$ cat src/design/consistent_hash_ring_lookup_defines.svh
// ----------------------------------------------------------------------------
// Consistent hash ring lookup: assertion macros
// Shared concurrent assertion wrappers; define ASSERT_OFF to drop them.
// ----------------------------------------------------------------------------
`ifndef CONSISTENT_HASH_RING_LOOKUP_DEFINES_SVH
`define CONSISTENT_HASH_RING_LOOKUP_DEFINES_SVH

`ifndef ASSERT_OFF
// Check a full property on every rising edge outside reset.
`define CHRL_ASSERT(lbl, clk, rst_n, prop, msg) \
  lbl: assert property (@(posedge clk) disable iff (!rst_n) prop) else $error(msg);
// Check that a condition implies a consequent in the same cycle.
`define CHRL_ASSERT_IMP(lbl, clk, rst_n, ante, cons, msg) \
  lbl: assert property (@(posedge clk) disable iff (!rst_n) (ante) |-> (cons)) \
    else $error(msg);
`else
`define CHRL_ASSERT(lbl, clk, rst_n, prop, msg)
`define CHRL_ASSERT_IMP(lbl, clk, rst_n, ante, cons, msg)
`endif

`endif

$ cat src/design/chrl_pkg.sv
// ----------------------------------------------------------------------------
// chrl_pkg
// Types, widths and codes shared by the ring lookup block.
// ----------------------------------------------------------------------------
`default_nettype none

package chrl_pkg;

  localparam int TABLE_DEPTH = 4096;
  localparam int ADDR_W      = $clog2(TABLE_DEPTH);
  localparam int CNT_W       = 13;
  localparam int SLOT_W      = 12;
  localparam int POINT_W     = 32;
  localparam int SERVER_W    = 8;
  localparam int KEY_W       = 32;
  localparam int DIV_CNT_W   = $clog2(KEY_W);
  localparam int APB_DATA_W  = 32;
  localparam int APB_ADDR_W  = 3;

  // Input item kinds
  localparam logic MODE_LOAD   = 1'b0;
  localparam logic MODE_LOOKUP = 1'b1;

  // Register map, indexed by paddr[2]
  typedef enum logic {
    REG_TABLE_COUNT,
    REG_DIST_MODE
  } reg_idx_t;

  typedef enum logic [2:0] {
    ST_IDLE,
    ST_SRCH,
    ST_CMP,
    ST_DIV,
    ST_FETCH,
    ST_DONE
  } state_t;

  typedef struct packed {
    logic [POINT_W-1:0]  point;
    logic [SERVER_W-1:0] server;
  } entry_t;

  // Controller to datapath
  typedef struct packed {
    logic start;     // latch key and count of an accepted lookup
    logic mem_wr;    // write the accepted load into the table
    logic rd_mid;    // issue a probe read at the search midpoint
    logic cmp;       // narrow the search window from the probe data
    logic div_step;  // one restoring division step
    logic fetch;     // read the selected slot
    logic out_load;  // move the finished result into the output register
  } cmd_t;

  // Datapath to controller
  typedef struct packed {
    logic cnt_zero;  // effective count is zero (sampled on accept)
    logic modulo;    // modulo distribution selected (sampled on accept)
    logic lo_lt_hi;  // search window still open
    logic div_last;  // final division step
    logic out_free;  // output register can take a result this cycle
  } status_t;

endpackage

`default_nettype wire

$ cat src/design/chrl_ctrl.sv
// ----------------------------------------------------------------------------
// chrl_ctrl
// Sequencer for load, ring search and modulo lookup.
// ----------------------------------------------------------------------------
`default_nettype none
`include "consistent_hash_ring_lookup_defines.svh"

module chrl_ctrl import chrl_pkg::*; (
  input  wire logic    clk,
  input  wire logic    rst_n,
  input  wire logic    in_valid,
  input  wire logic    in_mode,
  output logic         in_ready,
  input  wire status_t st,
  output cmd_t         cmd
);

  state_t state_r, state_nxt;

  always_ff @(posedge clk) begin
    if (!rst_n) begin
      state_r <= ST_IDLE;
    end else begin
      state_r <= state_nxt;
    end
  end

  always_comb begin
    state_nxt = state_r;
    unique case (state_r)
      ST_IDLE: begin
        if (in_valid && in_mode == MODE_LOOKUP) begin
          if (st.cnt_zero) begin
            state_nxt = ST_DONE;
          end else if (st.modulo) begin
            state_nxt = ST_DIV;
          end else begin
            state_nxt = ST_SRCH;
          end
        end
      end
      ST_SRCH:  state_nxt = st.lo_lt_hi ? ST_CMP : ST_FETCH;
      ST_CMP:   state_nxt = ST_SRCH;
      ST_DIV:   state_nxt = st.div_last ? ST_FETCH : ST_DIV;
      ST_FETCH: state_nxt = ST_DONE;
      ST_DONE:  state_nxt = st.out_free ? ST_IDLE : ST_DONE;
      default:  state_nxt = ST_IDLE;
    endcase
  end

  always_comb begin
    cmd      = '0;
    in_ready = 1'b0;
    unique case (state_r)
      ST_IDLE: begin
        in_ready     = 1'b1;
        cmd.start    = in_valid && in_mode == MODE_LOOKUP;
        cmd.mem_wr   = in_valid && in_mode == MODE_LOAD;
      end
      ST_SRCH:  cmd.rd_mid   = st.lo_lt_hi;
      ST_CMP:   cmd.cmp      = 1'b1;
      ST_DIV:   cmd.div_step = 1'b1;
      ST_FETCH: cmd.fetch    = 1'b1;
      ST_DONE:  cmd.out_load = st.out_free;
      default: begin
        cmd      = '0;
        in_ready = 1'b0;
      end
    endcase
  end

  `CHRL_ASSERT_IMP(a_out_load_free, clk, rst_n, cmd.out_load, st.out_free,
                   "result loaded while output register is held")
  `CHRL_ASSERT(a_div_exit, clk, rst_n,
               (state_r == ST_DIV && st.div_last) |=> (state_r == ST_FETCH),
               "division did not end in a slot fetch")
  `CHRL_ASSERT(a_empty_skip, clk, rst_n,
               (cmd.start && st.cnt_zero) |=> (state_r == ST_DONE),
               "empty-table lookup did not skip to the result")

endmodule

`default_nettype wire

$ cat config.mk
export PLATFORM = sky130hd
export DESIGN_NAME = chrl_ctrl
export DESIGN_NICKNAME = d
export VERILOG_FILES = /design/src/design/chrl_pkg.sv /design/src/design/chrl_ctrl.sv
export VERILOG_INCLUDE_DIRS = /design/src /design/src/design
export SDC_FILE = /design/constraint.sdc
export NUM_CORES = 1
export LEC_CHECK = 0
export ABC_AREA = 1
export BUFFER_PORTS_ARGS = -buffer_cell sky130_fd_sc_hd__buf_2
export CAP_MARGIN = 20
export CORE_AREA = 3 3 40 42
export DETAILED_ROUTE_END_ITERATION = 12
export DIE_AREA = 0 0 43 45
export PLACE_DENSITY = 0.55
export SLEW_MARGIN = 40
export SYNTH_ARGS = -nofsm -noshare
export SYNTH_HDL_FRONTEND = slang
export SYNTH_SLANG_ARGS = --single-unit
$ cat constraint.sdc
create_clock -name clk -period 1.31 [get_ports clk]
set_input_delay 0.0655 -clock clk [delete_from_list [all_inputs] [get_ports clk]]
set_output_delay 0.0655 -clock clk [all_outputs]
set_load 0.03 [all_outputs]
Yosys cells after proc, flatten, opt, wreduce, memory -nomap -nowiden --
Index checks and enable logic that the tools add are counted.
Operators by class: mux-type cells 14, reductions and logical operators 3, equal/unequal tests 6, bitwise operators 1
Operator list (count):
- 3-bit one-hot mux with 6 select lines | 1
- 3-bit 2-to-1 mux | 5
- 3-bit by 2-bit equality test with 1-bit output (second input constant) | 2
- 3-bit equality test (second input constant) | 2
- 1-bit 2-to-1 mux | 6
- 2-bit 2-to-1 mux | 2
- 3-bit by 1-bit equality test with 1-bit output (second input constant) | 1
- 3-bit zero test | 1
- 1-bit logical AND | 2
- 2-bit inequality test (second input constant) | 1
- 1-bit inverter | 1
Storage, ports and cells: flip-flop bits (word level) 3, output and inout bits 8

Depth between registers and ports, before layout --
word-level depth 4, depth in mapped cells 6

Worst setup path before layout --
OpenSTA, ideal clock, no wires.
path type reg-to-output, start point register state_r[2], end point output port cmd[5] in the netlist's numbering, path buffers 0, arrival 1.224 ns, data required time 1.245 ns, slack 0.021 ns, stages on the path, launching flop included 6, path through dfxtp_1 -> nor2_2 -> nand2_1 -> inv_2 -> nand2_1 -> nor2_1
RTL lines:
- start: declaration | RTL line chrl_ctrl.sv:18 | state_t state_r, state_nxt;
- start signal: assignment | RTL line chrl_ctrl.sv:24 | state_r <= state_nxt;
- end: declaration | RTL line chrl_ctrl.sv:15 | output cmd_t cmd

==> metrics.md <==
| Metric | Value |
|---|---|
| Die X-Extent | `43 um` |
| Placed cell areas | `349 um2` |
| Leakage | `0.242 nW` |
| Top Registers | `state_r (3)` |
| Switching Fraction | `46.7%` |
| Yosys cell types | `11` |
| Max-cap viol count | `0` |
| Synth-to-layout area growth | `59.5%` |
| Vias in the first global route | `301` |
| Setup crit start kind | `flip-flop` |
| DIE AREA | `1940 um2` |
| Seq/Total Area, Yosys | `24.0%` |
| Seq cells post-synth | `3` |
| Worst r2r src | `state_r[2]` |
| Design area | `399 um2` |
| CP Class | `flip-flop to output port` |
| Setup ws final | `0.0774 ns` |
| R2R cell count | `6` |
| CTS tree | `done` |
| CP max stage delay | `0.39 ns` |
| Peak VDD IR | `629 uV` |
| Diode count | `0` |
| Hold Crit Depth | `4` |
| Max Buffers Root-to-Sink | `2` |
| Area share of the largest cell type after synthesis | `24.0%` |
| Worst-path fanout max | `5` |
| Clock root buffer | `clkbuf_4` |
| F_max | `811 MHz` |
| Req. time, crit path | `1.24 ns` |
| Ys Warns | `0` |
| Cell row count | `13` |
| Nature of the critical path endpoint | `output port` |
| Worst Path Arrival | `1.17 ns` |
| Worst slew pin tran | `0.148 ns` |
| Htree depth | `1` |
| RSZ-0062 raised after global routing | `yes` |
| Largest net degree at the start of global routing | `8` |
| Fin Clk Skew | `0.00714 ns` |
| Sequential Power Share | `24.7%` |
| Setup TNS | `0 ns` |
| Clock sinks | `3` |
| Worst hold slack | `0.141 ns` |
| Worst r2r dst | `state_r[1]` |
| Hold endpoint | `state_r[0]` |
| Met3 Use GR | `3.98%` |
| Inserted Clock Buffers | `3` |
| Ranking of synthesized cells by area | `dfxtp_1 24%, nand2_1 17%, nand3_1 12%` |
| Largest reg by FF count | `state_r` |
| Post-CTS setup repair buffer count | `0` |
| Clock Power Share | `25.3%` |
| Hold path start | `st[1]` |
| Core box area | `1280 um2` |
| Share of cells above drive strength 1 | `44.8%` |
| Tmin final | `1.23 ns` |
| Routed wire length | `662 um` |
| Period utilisation layout | `94.1%` |
| Drt drc | `0` |
| Post-Syn Instances | `47` |
| Normalized max-slew margin | `90.0%` |
| CP max-delay cell | `dfxtp_2` |
| IO Pins | `17` |
| # setup viols final | `0` |
| Routed Antenna Nets | `0` |
| Register-to-Register Setup Slack | `0.39 ns` |
| CP cell instances | `inv_2 -> nor2_2 -> inv_1 -> nor2_1 -> clkbuf_4` |
| Grt total ovfl | `0` |
| Hpwl dp | `549 um` |
| Avg Inst Size Synth | `5.32 um2` |
| Via/cell ratio | `3.94` |
| Reg clk slew, reported paths | `0.04 ns` |
| Psw | `298 uW` |
| First-pass GRT wire length | `1110 um` |
| M1 GR Usage | `7.67%` |
| GRT Overall Usage | `7.65%` |
| Synthesized net count | `56` |
| Synth Cell Area | `250 um2` |
| Layout net count | `77` |
| Status | `finished clean` |
| Pint | `340 uW` |
| Combinational fraction of design power | `49.9%` |
| Tightest Hold Check Type | `input pin to flip-flop` |
| Max reg flops | `3` |
| Max Slew Vio Count | `0` |
| PD cells | `1600 nW/um2` |
| Final Util | `31.1%` |
| Wirelength per Cell | `8.07 um` |
| Worst skew pair latency | `0.23 ns` |
| Initial antenna violation count | `0` |
| I/O Buffers | `16` |
| Vias post-DR | `323` |
| Die H | `45 um` |
| Initial Utilization | `19.5%` |
| Fin. Hold Viols | `0` |
| Met2 Usage GRT | `14.1%` |
| Busiest metal layer after global routing | `met2` |
| Post-synth top area cell | `dfxtp_1` |
| Pre-CTS WS | `0.217 ns` |
| Router iterations before antenna repair | `3` |
| CP startpoint | `state_r[2]` |
| Final GP Congestion | `0.747` |
| 1st-iter DRT viols | `2` |
[placed cells by master, fill, tap and decap left out]
| cell | Yosys | routed |
|---|---|---|
| a21boi_0 | 1 | 1 |
| a21oi_1 | 2 | 2 |
| buf_2 | 0 | 13 |
| buf_4 | 0 | 1 |
| clkbuf_1 | 0 | 1 |
| clkbuf_4 | 0 | 5 |
| dfxtp_2 | 0 | 2 |
| dfxtp_4 | 0 | 1 |
| inv_1 | 8 | 8 |
| inv_2 | 3 | 3 |
| nand2_1 | 11 | 10 |
| nand2_2 | 0 | 1 |
| nand3_1 | 6 | 6 |
| nand4_1 | 1 | 1 |
| nor2_1 | 8 | 7 |
| nor2_2 | 3 | 3 |
| nor2_4 | 0 | 1 |
| nor3_1 | 1 | 1 |
[metal layers]
metal | share of wire, % | vias to the layer above
met4 | 0 | 0
met2 | 53 | 7
li1 | - | 184
met3 | 6.9 | 0
met1 | 40 | 132
met5 | 0 | -
[how the worst max path moves through the flow]
stage          endpoint  slack (ns)  cells past startpoint
3_3_place_gp     cmd[5]        0.23                      6
3_5_place_dp     cmd[5]        0.22                      6
5_1_grt          cmd[1]      -0.004                      5
6_report         cmd[1]        0.08                      5
2_1_floorplan    cmd[5]        0.02                      5
4_1_cts          cmd[4]       -0.02                      5
[synth_stat cells (all sizes together)]
master	n
inv	11
nor2	11
a21oi	2
dfxtp	3
nand3	6
nor3	1
nand4	1
a21boi	1
nand2	11
[kinds of logic after synthesis]
group | synth area share (%)
and+or+nand+nor | 52.5
buffers and inverters | 16.5
DFF | 24.0
AOI/OAI and AO/OA | 7.00
[layout make-up]
| cell class | instances | area [um2] |
|---|---|---|
| clock buffer | 4 | 26.3 |
| tap | 15 | 18.8 |
| inverter | 11 | 41.3 |
| multi-input combinational | 33 | 159 |
| sequential | 3 | 66.3 |
| timing repair buffer | 16 | 87.6 |
| fill | 154 | 886 |
[per-stage QoR]
step	total power, mW	std cells
floorplan	0.365	47
global placement	0.446	78
detailed placement	0.446	78
CTS	0.628	82
global route	0.704	82
finish	0.639	82
[worst max-delay path: cells and delay by family (launching register included)]
kind,cells,cell delay (ns)
flops,1,0.39
simple gates,2,0.21
buf+inv,3,0.35
[power groups by stage]
stage	Combinational (mW)	Clock, mW	Sequential (mW)
global route	0.354	0.187	0.163
finish	0.319	0.162	0.158
floorplan	0.226	0	0.139
global placement	0.301	0	0.146
CTS	0.306	0.171	0.152
detailed placement	0.300	0	0.146
[repair_timing]
action | 4_1_cts | 5_1_grt
hold buffers | 0 | 0
pin swaps | 0 | 1
resized for setup | 2 | 9
setup endpoints to repair | 2 | 3
hold endpoints to repair | 0 | 0
No activity file was read; power rests on OpenSTA's default activity.
